[src/rtl/sfp_pkg.sv]
`timescale 1ns / 1ps
// ----------------------------------------------------------------------------
// sfp_pkg
// Shared types, codes and helpers of the snapshot format parser.
// ----------------------------------------------------------------------------
package sfp_pkg;

    localparam logic [63:0] FNV_BASIS  = 64'hCBF2_9CE4_8422_2325;
    localparam logic [31:0] MAGIC_WORD = 32'h4244_5247;
    localparam logic [31:0] FORMAT_VER = 32'd1;
    localparam logic [7:0]  TYPE_LIST  = 8'd1;
    localparam logic [4:0]  WIN_DEPTH  = 5'd8;
    localparam logic [4:0]  MIN_BYTES  = 5'd24;

    // token kinds
    localparam logic [2:0] TK_KEY      = 3'd0;
    localparam logic [2:0] TK_STR      = 3'd1;
    localparam logic [2:0] TK_ELEM     = 3'd2;
    localparam logic [2:0] TK_ELEM_END = 3'd3;
    localparam logic [2:0] TK_ENTRY    = 3'd4;
    localparam logic [2:0] TK_VERDICT  = 3'd5;

    // verdict codes
    localparam logic [2:0] V_OK        = 3'd0;
    localparam logic [2:0] V_SHORT     = 3'd1;
    localparam logic [2:0] V_CHECKSUM  = 3'd2;
    localparam logic [2:0] V_MAGIC     = 3'd3;
    localparam logic [2:0] V_VERSION   = 3'd4;
    localparam logic [2:0] V_TRUNC     = 3'd5;

    typedef enum logic [3:0] {
        PH_MAGIC, PH_VERSION, PH_COUNT, PH_KEYLEN, PH_KEY, PH_TYPE, PH_HASTTL,
        PH_EXPIRY, PH_STRLEN, PH_STRVAL, PH_LISTCNT, PH_ELEMLEN, PH_ELEMVAL,
        PH_DONE, PH_ERROR
    } t_phase;

    typedef struct packed {
        logic [2:0]  kind;
        logic [7:0]  tbyte;
        logic        is_list;
        logic        has_exp;
        logic [63:0] exp_ms;
        logic        keep;
        logic [2:0]  verdict;
        logic        last;
    } t_result;

    // status of the delay line and hash toward the parser
    typedef struct packed {
        logic       leave_valid;
        logic [7:0] leave_byte;
        logic       too_short;
        logic       sum_ok;
    } t_front_stat;

    // FNV prime is 2^40 + 0x1B3: shifts and adds only
    function automatic logic [63:0] fnv_mul(input logic [63:0] h);
        fnv_mul = (h << 40) + (h << 8) + (h << 7) + (h << 5)
                + (h << 4) + (h << 1) + h;
    endfunction

    function automatic t_result mk_tok(input logic [2:0] kind, input logic [7:0] b);
        t_result r;
        r       = '0;
        r.kind  = kind;
        r.tbyte = b;
        mk_tok  = r;
    endfunction

endpackage

[src/rtl/snapshot_format_parser.sv]
`timescale 1ns / 1ps
// ----------------------------------------------------------------------------
// snapshot_format_parser
// Streaming validator and tokenizer for a key-value snapshot file.
// ----------------------------------------------------------------------------
// Usage:
//   Slave channel: one file byte per request, tlast on the last file byte.
//   Master channel: tokens; tuser is the token kind, tlast ends the tokens
//   caused by one input byte. The last byte adds a verdict token unless its
//   run already holds three tokens; every token of that run carries the verdict.
//   load_time_ms is written through i_cfg_wen / i_cfg_wdata while idle.
// Latency and throughput:
//   Tokens of a byte appear in the cycle after it is taken. A byte is taken
//   every cycle while each yields at most one token and the master side is
//   ready; else the next byte waits until the three-slot result buffer,
//   draining one token a cycle while the master side is ready, can take its run.
//   The first eight bytes of a file only fill the checksum delay line.
// Reset and stall:
//   Reset clears the parser, hash, delay line, buffer and load time. After
//   the last byte of a file the parser, hash and delay line return to reset.
//   A stalled master side holds its token; the input stops when the buffer
//   cannot take a full run.
// ----------------------------------------------------------------------------
module snapshot_format_parser import sfp_pkg::*; (
    input  logic        i_clk,
    input  logic        i_rst_n,
    input  logic        i_cfg_wen,
    input  logic [63:0] i_cfg_wdata,
    input  logic        i_s_tvalid,
    output logic        o_s_tready,
    input  logic [7:0]  i_s_tdata,   // [7:0] file_byte
    input  logic        i_s_tlast,
    output logic        o_m_tvalid,
    input  logic        i_m_tready,
    // [7:0] token_byte, [8] entry_is_list, [9] entry_has_expiry,
    // [73:10] entry_expiry_ms, [74] keep_entry, [77:75] verdict, [79:78] zero
    output logic [79:0] o_m_tdata,
    output logic [2:0]  o_m_tuser,   // [2:0] token_kind
    output logic        o_m_tlast
);

    logic [63:0] r_load_time;
    logic        step;
    t_front_stat stat;
    t_result     res [3];
    logic [1:0]  cnt;
    t_result     head;

    // load time register
    always_ff @(posedge i_clk) begin
        if (!i_rst_n) begin
            r_load_time <= '0;
        end else if (i_cfg_wen) begin
            r_load_time <= i_cfg_wdata;
        end
    end

    assign step = i_s_tvalid && o_s_tready;

    sfp_front u_front (
        .i_clk  (i_clk),
        .i_rst_n(i_rst_n),
        .i_step (step),
        .i_fin  (i_s_tlast),
        .i_byte (i_s_tdata),
        .o_stat (stat)
    );

    sfp_parser u_parser (
        .i_clk      (i_clk),
        .i_rst_n    (i_rst_n),
        .i_step     (step),
        .i_fin      (i_s_tlast),
        .i_stat     (stat),
        .i_load_time(r_load_time),
        .o_res      (res),
        .o_cnt      (cnt)
    );

    sfp_outq u_outq (
        .i_clk      (i_clk),
        .i_rst_n    (i_rst_n),
        .i_push     (step),
        .i_res      (res),
        .i_cnt      (cnt),
        .i_pop_ready(i_m_tready),
        .o_can_push (o_s_tready),
        .o_valid    (o_m_tvalid),
        .o_head     (head)
    );

    // output packing
    assign o_m_tdata = {2'b00, head.verdict, head.keep, head.exp_ms,
                        head.has_exp, head.is_list, head.tbyte};
    assign o_m_tuser = head.kind;
    assign o_m_tlast = head.last;

endmodule

[src/rtl/sfp_front.sv]
`timescale 1ns / 1ps
// ----------------------------------------------------------------------------
// sfp_front
// Eight-byte checksum delay line, byte counter and running FNV-1a hash.
// ----------------------------------------------------------------------------
module sfp_front import sfp_pkg::*; (
    input  logic        i_clk,
    input  logic        i_rst_n,
    input  logic        i_step,
    input  logic        i_fin,
    input  logic [7:0]  i_byte,
    output t_front_stat o_stat
);

    logic [7:0]  r_win [8];
    logic [7:0]  n_win [8];
    logic [63:0] r_hash, n_hash;
    logic [4:0]  r_seen, n_seen;
    logic [63:0] stored;

    // next window, hash and count for this byte
    always_comb begin
        for (int i = 0; i < 7; i++) begin
            n_win[i] = r_win[i + 1];
        end
        n_win[7] = i_byte;
        n_hash   = (r_seen >= WIN_DEPTH) ? fnv_mul(r_hash ^ {56'd0, r_win[0]}) : r_hash;
        n_seen   = (r_seen < MIN_BYTES) ? r_seen + 5'd1 : r_seen;
        for (int i = 0; i < 8; i++) begin
            stored[8*i +: 8] = n_win[i];
        end
    end

    assign o_stat.leave_valid = (r_seen >= WIN_DEPTH);
    assign o_stat.leave_byte  = r_win[0];
    assign o_stat.too_short   = (n_seen < MIN_BYTES);
    assign o_stat.sum_ok      = (stored == n_hash);

    always_ff @(posedge i_clk) begin
        if (!i_rst_n || (i_step && i_fin)) begin
            r_hash <= FNV_BASIS;
            r_seen <= '0;
            for (int i = 0; i < 8; i++) begin
                r_win[i] <= '0;
            end
        end else if (i_step) begin
            r_hash <= n_hash;
            r_seen <= n_seen;
            for (int i = 0; i < 8; i++) begin
                r_win[i] <= n_win[i];
            end
        end
    end

endmodule

[src/rtl/sfp_parser.sv]
`timescale 1ns / 1ps
// ----------------------------------------------------------------------------
// sfp_parser
// Header and entry parser; turns one delayed byte into up to three tokens.
// ----------------------------------------------------------------------------
module sfp_parser import sfp_pkg::*; (
    input  logic        i_clk,
    input  logic        i_rst_n,
    input  logic        i_step,
    input  logic        i_fin,
    input  t_front_stat i_stat,
    input  logic [63:0] i_load_time,
    output t_result     o_res [3],
    output logic [1:0]  o_cnt
);

    t_phase      r_phase, n_phase;
    logic [2:0]  r_idx, n_idx;
    logic [63:0] r_acc, n_acc;
    logic [31:0] r_sleft, n_sleft;
    logic [63:0] r_entries, n_entries;
    logic [31:0] r_elems, n_elems;
    logic        r_is_list, n_is_list;
    logic        r_has_exp, n_has_exp;
    logic [63:0] r_exp, n_exp;
    logic [2:0]  r_err, n_err;

    logic [63:0] acc_new;
    logic        done4, done8, fin_end_entry;
    logic [1:0]  k;
    logic [2:0]  verdict;
    logic [7:0]  b;
    t_result     res [3];
    t_result     ent;

    always_comb begin
        n_phase   = r_phase;
        n_idx     = r_idx;
        n_acc     = r_acc;
        n_sleft   = r_sleft;
        n_entries = r_entries;
        n_elems   = r_elems;
        n_is_list = r_is_list;
        n_has_exp = r_has_exp;
        n_exp     = r_exp;
        n_err     = r_err;
        b         = i_stat.leave_byte;
        k         = 2'd0;
        verdict   = V_OK;
        fin_end_entry = 1'b0;
        for (int i = 0; i < 3; i++) begin
            res[i] = '0;
        end

        // little-endian field collection
        acc_new = r_acc | ({56'd0, b} << {r_idx, 3'b000});
        done4   = (r_idx == 3'd3);
        done8   = (r_idx == 3'd7);

        // entry end token from the current entry state
        ent         = mk_tok(TK_ENTRY, 8'd0);
        ent.is_list = r_is_list;
        ent.has_exp = r_has_exp;
        ent.exp_ms  = r_has_exp ? r_exp : 64'd0;
        ent.keep    = !(r_has_exp && ($signed(r_exp) <= $signed(i_load_time)));

        if (i_step && i_stat.leave_valid) begin
            unique case (r_phase)
                PH_MAGIC, PH_VERSION, PH_KEYLEN, PH_STRLEN, PH_LISTCNT, PH_ELEMLEN: begin
                    n_idx = done4 ? 3'd0 : r_idx + 3'd1;
                    n_acc = done4 ? 64'd0 : acc_new;
                    if (done4) begin
                        unique case (r_phase)
                            PH_MAGIC: begin
                                if (acc_new[31:0] != MAGIC_WORD) begin
                                    n_err = V_MAGIC; n_phase = PH_ERROR;
                                end else n_phase = PH_VERSION;
                            end
                            PH_VERSION: begin
                                if (acc_new[31:0] != FORMAT_VER) begin
                                    n_err = V_VERSION; n_phase = PH_ERROR;
                                end else n_phase = PH_COUNT;
                            end
                            PH_KEYLEN: begin
                                n_sleft = acc_new[31:0];
                                n_phase = (acc_new[31:0] == 32'd0) ? PH_TYPE : PH_KEY;
                            end
                            PH_STRLEN: begin
                                n_sleft = acc_new[31:0];
                                if (acc_new[31:0] == 32'd0) fin_end_entry = 1'b1;
                                else n_phase = PH_STRVAL;
                            end
                            PH_LISTCNT: begin
                                n_elems = acc_new[31:0];
                                if (acc_new[31:0] == 32'd0) fin_end_entry = 1'b1;
                                else n_phase = PH_ELEMLEN;
                            end
                            default: begin
                                // element length
                                n_sleft = acc_new[31:0];
                                if (acc_new[31:0] == 32'd0) begin
                                    res[0]  = mk_tok(TK_ELEM_END, 8'd0);
                                    k       = 2'd1;
                                    n_elems = r_elems - 32'd1;
                                    if (n_elems == 32'd0) fin_end_entry = 1'b1;
                                    else n_phase = PH_ELEMLEN;
                                end else n_phase = PH_ELEMVAL;
                            end
                        endcase
                    end
                end
                PH_COUNT, PH_EXPIRY: begin
                    n_idx = done8 ? 3'd0 : r_idx + 3'd1;
                    n_acc = done8 ? 64'd0 : acc_new;
                    if (done8) begin
                        if (r_phase == PH_COUNT) begin
                            n_entries = acc_new;
                            n_phase   = (acc_new == 64'd0) ? PH_DONE : PH_KEYLEN;
                        end else begin
                            n_exp   = acc_new;
                            n_phase = r_is_list ? PH_LISTCNT : PH_STRLEN;
                        end
                    end
                end
                PH_KEY: begin
                    res[0]  = mk_tok(TK_KEY, b);
                    k       = 2'd1;
                    n_sleft = r_sleft - 32'd1;
                    if (n_sleft == 32'd0) n_phase = PH_TYPE;
                end
                PH_TYPE: begin
                    n_is_list = (b == TYPE_LIST);
                    n_phase   = PH_HASTTL;
                end
                PH_HASTTL: begin
                    n_has_exp = (b != 8'd0);
                    n_phase   = (b != 8'd0) ? PH_EXPIRY : (r_is_list ? PH_LISTCNT : PH_STRLEN);
                end
                PH_STRVAL: begin
                    res[0]  = mk_tok(TK_STR, b);
                    k       = 2'd1;
                    n_sleft = r_sleft - 32'd1;
                    if (n_sleft == 32'd0) fin_end_entry = 1'b1;
                end
                PH_ELEMVAL: begin
                    res[0]  = mk_tok(TK_ELEM, b);
                    n_sleft = r_sleft - 32'd1;
                    if (n_sleft == 32'd0) begin
                        res[1]  = mk_tok(TK_ELEM_END, 8'd0);
                        k       = 2'd2;
                        n_elems = r_elems - 32'd1;
                        if (n_elems == 32'd0) fin_end_entry = 1'b1;
                        else n_phase = PH_ELEMLEN;
                    end else k = 2'd1;
                end
                default: begin
                end
            endcase

            // close the entry
            if (fin_end_entry) begin
                res[k]    = ent;
                k         = k + 2'd1;
                n_has_exp = 1'b0;
                n_exp     = 64'd0;
                n_is_list = 1'b0;
                n_entries = r_entries - 64'd1;
                n_phase   = (n_entries == 64'd0) ? PH_DONE : PH_KEYLEN;
            end
        end

        // verdict on the last byte of the file
        if (i_step && i_fin) begin
            if (i_stat.too_short)        verdict = V_SHORT;
            else if (!i_stat.sum_ok)     verdict = V_CHECKSUM;
            else if (n_err != V_OK)      verdict = n_err;
            else if (n_phase != PH_DONE) verdict = V_TRUNC;
            else                         verdict = V_OK;
            if (k != 2'd3) begin
                res[k] = mk_tok(TK_VERDICT, 8'd0);
                k      = k + 2'd1;
            end
            for (int i = 0; i < 3; i++) begin
                res[i].verdict = verdict;
            end
        end

        for (int i = 0; i < 3; i++) begin
            res[i].last = (k == 2'(i + 1));
        end
    end

    assign o_res = res;
    assign o_cnt = k;

    always_ff @(posedge i_clk) begin
        if (!i_rst_n || (i_step && i_fin)) begin
            r_phase   <= PH_MAGIC;
            r_idx     <= '0;
            r_acc     <= '0;
            r_sleft   <= '0;
            r_entries <= '0;
            r_elems   <= '0;
            r_is_list <= 1'b0;
            r_has_exp <= 1'b0;
            r_exp     <= '0;
            r_err     <= V_OK;
        end else if (i_step) begin
            r_phase   <= n_phase;
            r_idx     <= n_idx;
            r_acc     <= n_acc;
            r_sleft   <= n_sleft;
            r_entries <= n_entries;
            r_elems   <= n_elems;
            r_is_list <= n_is_list;
            r_has_exp <= n_has_exp;
            r_exp     <= n_exp;
            r_err     <= n_err;
        end
    end

endmodule

[src/rtl/sfp_outq.sv]
`timescale 1ns / 1ps
// ----------------------------------------------------------------------------
// sfp_outq
// Three-slot result buffer: loads whole runs, drains a token each ready cycle.
// ----------------------------------------------------------------------------
module sfp_outq import sfp_pkg::*; (
    input  logic       i_clk,
    input  logic       i_rst_n,
    input  logic       i_push,
    input  t_result    i_res [3],
    input  logic [1:0] i_cnt,
    input  logic       i_pop_ready,
    output logic       o_can_push,
    output logic       o_valid,
    output t_result    o_head
);

    t_result    r_q [3];
    logic [1:0] r_cnt;
    logic       pop;

    assign o_valid    = (r_cnt != 2'd0);
    assign o_head     = r_q[0];
    assign pop        = o_valid && i_pop_ready;
    // a new run loads only into a buffer that is empty after this cycle
    assign o_can_push = (r_cnt == 2'd0) || ((r_cnt == 2'd1) && i_pop_ready);

    always_ff @(posedge i_clk) begin
        if (!i_rst_n) begin
            r_cnt <= '0;
        end else if (i_push) begin
            r_cnt <= i_cnt;
        end else if (pop) begin
            r_cnt <= r_cnt - 2'd1;
        end
    end

    always_ff @(posedge i_clk) begin
        if (i_push) begin
            r_q <= i_res;
        end else if (pop) begin
            r_q[0] <= r_q[1];
            r_q[1] <= r_q[2];
        end
    end

endmodule

[config.mk]
export PLATFORM = sky130hd
export DESIGN_NAME = snapshot_format_parser
export DESIGN_NICKNAME = d
export VERILOG_FILES = /design/src/rtl/sfp_pkg.sv /design/src/rtl/snapshot_format_parser.sv /design/src/rtl/sfp_front.sv /design/src/rtl/sfp_parser.sv /design/src/rtl/sfp_outq.sv
export SDC_FILE = /design/constraint.sdc
export NUM_CORES = 2
export LEC_CHECK = 0
export ABC_AREA = 1
export BUFFER_PORTS_ARGS = -buffer_cell sky130_fd_sc_hd__buf_2
export CORE_UTILIZATION = 50
export CTS_CLUSTER_DIAMETER = 30
export DETAILED_ROUTE_END_ITERATION = 6
export PLACE_DENSITY_LB_ADDON = 0.1
export SLEW_MARGIN = 25
export SYNTH_ARGS = -nofsm -noshare
export SYNTH_HDL_FRONTEND = slang
export SYNTH_SLANG_ARGS = --single-unit
[constraint.sdc]
create_clock -name i_clk -period 10.1 [get_ports i_clk]
set_input_delay 1.515 -clock i_clk [delete_from_list [all_inputs] [get_ports i_clk]]
set_output_delay 1.515 -clock i_clk [all_outputs]
set_load 0.01 [all_outputs]
==> Implementation_results.wiki <==
{| class="wikitable"
! Metric !! Value
|-
| Antenna Nets Post-Route || 0
|-
| H-tree depth || 4
|-
| Worst Path Class, Setup || reg -> reg
|-
| Die Height || ~310 µm
|-
| Multiplexer fraction of the synthesized cell area || 0%
|-
| First-pass GRT wire length || about 260000 µm
|-
| Number of global-route vias before repair || between 40k and 50k
|-
| Total Nets Final || 6997
|-
| CP Launch Point || u_front.r_win[0][6]$_SDFFCE_PN0P_
|-
| Most frequent cells after synthesis || sky130_fd_sc_hd__nand2_1 (1362), sky130_fd_sc_hd__inv_1 (897), sky130_fd_sc_hd__nor2_1 (847)
|-
| Clock skew || about 48 ps
|-
| Number of synthesis warnings || 0
|-
| Placed wire-length estimate || roughly 130000 µm
|-
| Xor and xnor area share after synthesis || approximately 2.6%
|-
| Synth async-reset ratio || 0%
|-
| Largest net degree at the start of global routing || 99
|-
| Worst IR drop on VDD || 0.000285 V
|-
| Arr. time, crit path || 7680 ps
|-
| Number of buffer cells added on primary ports || 161
|-
| Required time at the endpoint of the critical path || 10600 ps
|-
| Top flip-flop cell by instance count after synthesis || sky130_fd_sc_hd__dfxtp_1
|-
| Max_cap viols || 0
|-
| Core Util, Final || a little under 60%
|-
| Layout fillers || a little over 9k
|-
| Leading post-synthesis cells by cell area || sky130_fd_sc_hd__edfxtp_1 (18%), sky130_fd_sc_hd__dfxtp_1 (17%), sky130_fd_sc_hd__nand2_1 (10%), sky130_fd_sc_hd__fa_1 (10%), sky130_fd_sc_hd__inv_1 (6.9%)
|-
| #FFs+latches synth || about 700
|-
| CTS buffer count || between 150 and 200
|-
| TritonCTS clock tree || done
|-
| Storage element area || ~17000 µm²
|-
| Critical path endpoint category || register
|-
| Biggest area consumer among synthesized cells || sky130_fd_sc_hd__edfxtp_1
|-
| Worst-case register-to-register setup slack || around 3000 ps
|-
| Cell Rows || 114
|-
| Area fraction of the dominant cell type after synthesis || around 18%
|-
| Final setup slack of the worst path || slightly below 3000 ps
|-
| Number of antenna violations at the first check in global routing || 3
|-
| Number of buffers inserted for hold repair after clock tree synthesis || 0
|-
| Remaining Overflow, GRT || 0
|-
| Number of remaining DRC errors || 0
|-
| Number of cells produced by synthesis || 6428
|-
| Number of buffers on the longest clock path || 3
|-
| Slew Viols, Final || 0
|-
| Clock tree sinks || a little under 700
|-
| Proportion of layout cells with a drive suffix above 1 || roughly 9.1%
|-
| Latest clock arrival within the worst-skew pair || roughly 790 ps
|-
| Final worst-path cycle share || between 70% and 80%
|-
| Initial cell density of the core || around 50%
|-
| Ports placed on the boundary || 164
|-
| Class of the worst hold path || reg -> reg
|-
| Largest family of logic cells by synthesized area || simple AND/OR/NAND/NOR gates
|-
| Post-CTS setup-driven buffer insertion count || 0
|-
| Unique masters post-synth || 63
|-
| Vias after detailed routing || between 40k and 50k
|-
| Critical R2R Capture || u_outq.r_q[84]$_DFFE_PP_
|-
| Post-synth EDFFs || about 290
|-
| Unrepaired setup endpoints after global routing || no
|-
| Part of the Yosys area used for sequential elements || about a third
|-
| Multi-input combinational cell area || roughly 27000 µm²
|-
| Fin Setup TNS || 0 ps
|-
| Simple-gate area share of the yosys netlist || about a quarter
|-
| Chip width || 314 µm
|-
| Quantity of gates resized following cts || 0
|-
| Fraction of the mapped netlist area in compound gates || between 10 and 15%
|-
| Reg2reg path depth || 27
|-
| Mean post-synth cell area || around 7.6 µm²
|-
| Iteration count of the initial detailed-routing pass || 7
|-
| Average detailed-routed wire length per instance || 21.3 µm
|-
| Most common cell in the synthesized netlist || sky130_fd_sc_hd__nand2_1
|-
| Dpl ws || between 2000 and 3000 ps
|-
| Cell area after synthesis || approximately 50000 µm²
|-
| Root Buffer Master || sky130_fd_sc_hd__clkbuf_16
|-
| Max Fclk || roughly 140 MHz
|-
| P&R area growth vs syn || 14.9%
|-
| Critical path launch point type || register
|-
| Worst slew margin || between 20 and 30%
|-
| Post-Route WL || around 170000 µm
|-
| Minimum clock period after layout || roughly 7200 ps
|-
| Pwr Total || between 10 and 15 mW
|-
| Area enclosed by the die boundary || between 90000 and 100000 µm²
|-
| Worst slew pin tran || roughly 1100 ps
|-
| Cell leakage power || 25.4 nW
|-
| Area inside the core boundary || 96600 µm²
|-
| Capturing element of the worst setup path || u_outq.r_q[84]$_DFFE_PP_
|-
| Count of final setup violators || 0
|-
| Crit-path max FO || 7
|-
| Via count normalized by instance count || approximately 5.6
|-
| Routability congestion estimate from global placement || 1.02
|-
| Cell Pwr Density || 236 nW/µm²
|-
| Adder and majority gate portion of the synthesized area || around 15%
|-
| Final number of hold-violating endpoints || 0
|-
| Worst flop-to-flop path startpoint || u_front.r_win[0][6]$_SDFFCE_PN0P_
|-
| Clock transition at the registers of the reported paths || 50 ps
|-
| Count of routing violations after the opening detailed-route iteration || between 3k and 4k
|-
| Gr usage total || about a third
|-
| Hold slack || approximately 460 ps
|-
| Status || finished, final reports clean
|}
==> where the power goes <==
| part | total [mW] | switching (mW) | leakage [nW] | internal [mW] |
|---|---|---|---|---|
| clock | 5.71 | 1.85 | 2.94 | 3.86 |
| sequential | 3.80 | 0.173 | 6.24 | 3.63 |
| combinational | 3.72 | 2.50 | 16.2 | 1.23 |
| total | 13.2 | 4.52 | 25.4 | 8.71 |
==> critical path, stage by stage, from the launching register on <==
cell and delay (ps):
sky130_fd_sc_hd__edfxtp_1 500, sky130_fd_sc_hd__xor2_1 500, sky130_fd_sc_hd__inv_1 290, sky130_fd_sc_hd__fa_1 590, sky130_fd_sc_hd__fa_1 440, sky130_fd_sc_hd__fa_1 500
sky130_fd_sc_hd__inv_1 50, sky130_fd_sc_hd__fa_1 460, sky130_fd_sc_hd__ha_1 380, sky130_fd_sc_hd__nand2_1 170, sky130_fd_sc_hd__nor2_1 220, sky130_fd_sc_hd__nand2_1 180
sky130_fd_sc_hd__nor4_1 560, sky130_fd_sc_hd__nand3_1 240, sky130_fd_sc_hd__nand2_1 100, sky130_fd_sc_hd__nand2_1 50, sky130_fd_sc_hd__nand3_1 80, sky130_fd_sc_hd__o21ai_0 130
sky130_fd_sc_hd__nand2_1 100, sky130_fd_sc_hd__nand2_1 50, sky130_fd_sc_hd__nor2_1 100, sky130_fd_sc_hd__nand2_1 110, sky130_fd_sc_hd__nor2_1 170, sky130_fd_sc_hd__nand2_1 140
sky130_fd_sc_hd__nor3_1 520, sky130_fd_sc_hd__nand2_1 100, sky130_fd_sc_hd__nand2_1 130, sky130_fd_sc_hd__nand2_1 60
==> per-stage QoR <==
| step | instance area (µm²) | std cells |
|---|---|---|
| finish | 56000 | 7910 |
| global route | 56000 | 7910 |
| CTS | 56000 | 7908 |
| detailed placement | 49900 | 7585 |
| global placement | 49900 | 7585 |
| floorplan | 48800 | 6429 |
==> per-layer routing <==
layer | share of wire [%] | track usage (%) | vias up
li1 | - | - | 21028
met5 | 0 | 0 | -
met2 | 48 | 58.1 | 1562
met1 | 39 | 40.2 | 20899
met3 | 5.7 | 5.11 | 480
met4 | 7.2 | 22.9 | 0
==> area by class of cell <==
| class | instances | area share [%] |
|---|---|---|
| multi-input cells | 4473 | 47.7 |
| flip-flops and latches | 696 | 30.1 |
| clock buffers | 229 | 8.48 |
| inverters | 926 | 6.23 |
| well taps | 1276 | 2.85 |
| clock inverters | 94 | 2.44 |
| repair buffers | 214 | 2.15 |
| diodes | 2 | 0.00893 |
==> flip-flops by register name, summed over array words and instances (netlist names) <==
register	flops
r_load_time	64
u_front.r_hash	64
u_front.r_seen	5
u_front.r_win	64
u_outq.o_head	82
u_outq.r_cnt	2
u_outq.r_q	147
u_parser.r_acc	64
u_parser.r_elems	32
u_parser.r_entries	64
u_parser.r_err	3
u_parser.r_exp	64
u_parser.r_has_exp	1
u_parser.r_idx	3
u_parser.r_is_list	1
u_parser.r_phase	4
u_parser.r_sleft	32
==> cell usage in the layout, fill, tap and decap left out, types with 13 or more instances in the layout <==
cell type                   count
sky130_fd_sc_hd__a32o_1        66
sky130_fd_sc_hd__clkbuf_16    173
sky130_fd_sc_hd__o21ai_0      379
sky130_fd_sc_hd__o21bai_2      14
sky130_fd_sc_hd__nand2_1     1357
sky130_fd_sc_hd__clkbuf_8      21
sky130_fd_sc_hd__ha_1         191
sky130_fd_sc_hd__nor2_1       843
sky130_fd_sc_hd__nand3_1      340
sky130_fd_sc_hd__buf_4         53
sky130_fd_sc_hd__inv_2         21
sky130_fd_sc_hd__nor2_4        13
sky130_fd_sc_hd__o21bai_1      45
sky130_fd_sc_hd__nand4_1       70
sky130_fd_sc_hd__a211oi_1      51
sky130_fd_sc_hd__a21o_1        13
sky130_fd_sc_hd__a31oi_1       67
sky130_fd_sc_hd__dfxtp_1      403
sky130_fd_sc_hd__clkinv_2      31
sky130_fd_sc_hd__buf_2        161
sky130_fd_sc_hd__nand3b_1      30
sky130_fd_sc_hd__clkbuf_1      35
sky130_fd_sc_hd__a22oi_1       19
sky130_fd_sc_hd__nor3_1        53
sky130_fd_sc_hd__inv_1        896
sky130_fd_sc_hd__a21oi_1      378
sky130_fd_sc_hd__xor2_1        87
sky130_fd_sc_hd__edfxtp_1     293
sky130_fd_sc_hd__o22ai_1       31
sky130_fd_sc_hd__nand3_2       14
sky130_fd_sc_hd__fa_1         245
sky130_fd_sc_hd__bufinv_16     21
sky130_fd_sc_hd__nor2_2        15
sky130_fd_sc_hd__xnor2_1       57
==> logic make-up after synthesis <==
| logic type | after synthesis |
|---|---|
| AO/OA/AOI/OAI | 1114 |
| XOR/XNOR | 145 |
| adder cells (fa/ha/maj) | 436 |
| buffers and inverters | 1260 |
| flip-flops | 696 |
| other | 1 |
| AND/OR/NAND/NOR | 2776 |
==> how the worst min path moves through the flow <==
stage / startpoint / to / depth (start not counted)
final: u_parser.r_acc[25]$_SDFFE_PP0P_ / u_parser.r_acc[25]$_SDFFE_PP0P_ / 2
after detailed placement: u_parser.r_acc[24]$_SDFFE_PP0P_ / u_parser.r_acc[24]$_SDFFE_PP0P_ / 2
after global placement: u_parser.r_acc[53]$_SDFFE_PP0P_ / u_parser.r_acc[53]$_SDFFE_PP0P_ / 2
after global routing: u_parser.r_acc[13]$_SDFFE_PP0P_ / u_parser.r_acc[13]$_SDFFE_PP0P_ / 2
after floorplan: u_parser.r_acc[40]$_SDFFE_PP0P_ / u_parser.r_acc[40]$_SDFFE_PP0P_ / 2
after CTS: u_parser.r_acc[2]$_SDFFE_PP0P_ / u_parser.r_acc[2]$_SDFFE_PP0P_ / 2
Note: power is estimated with default switching activity, not from simulation.
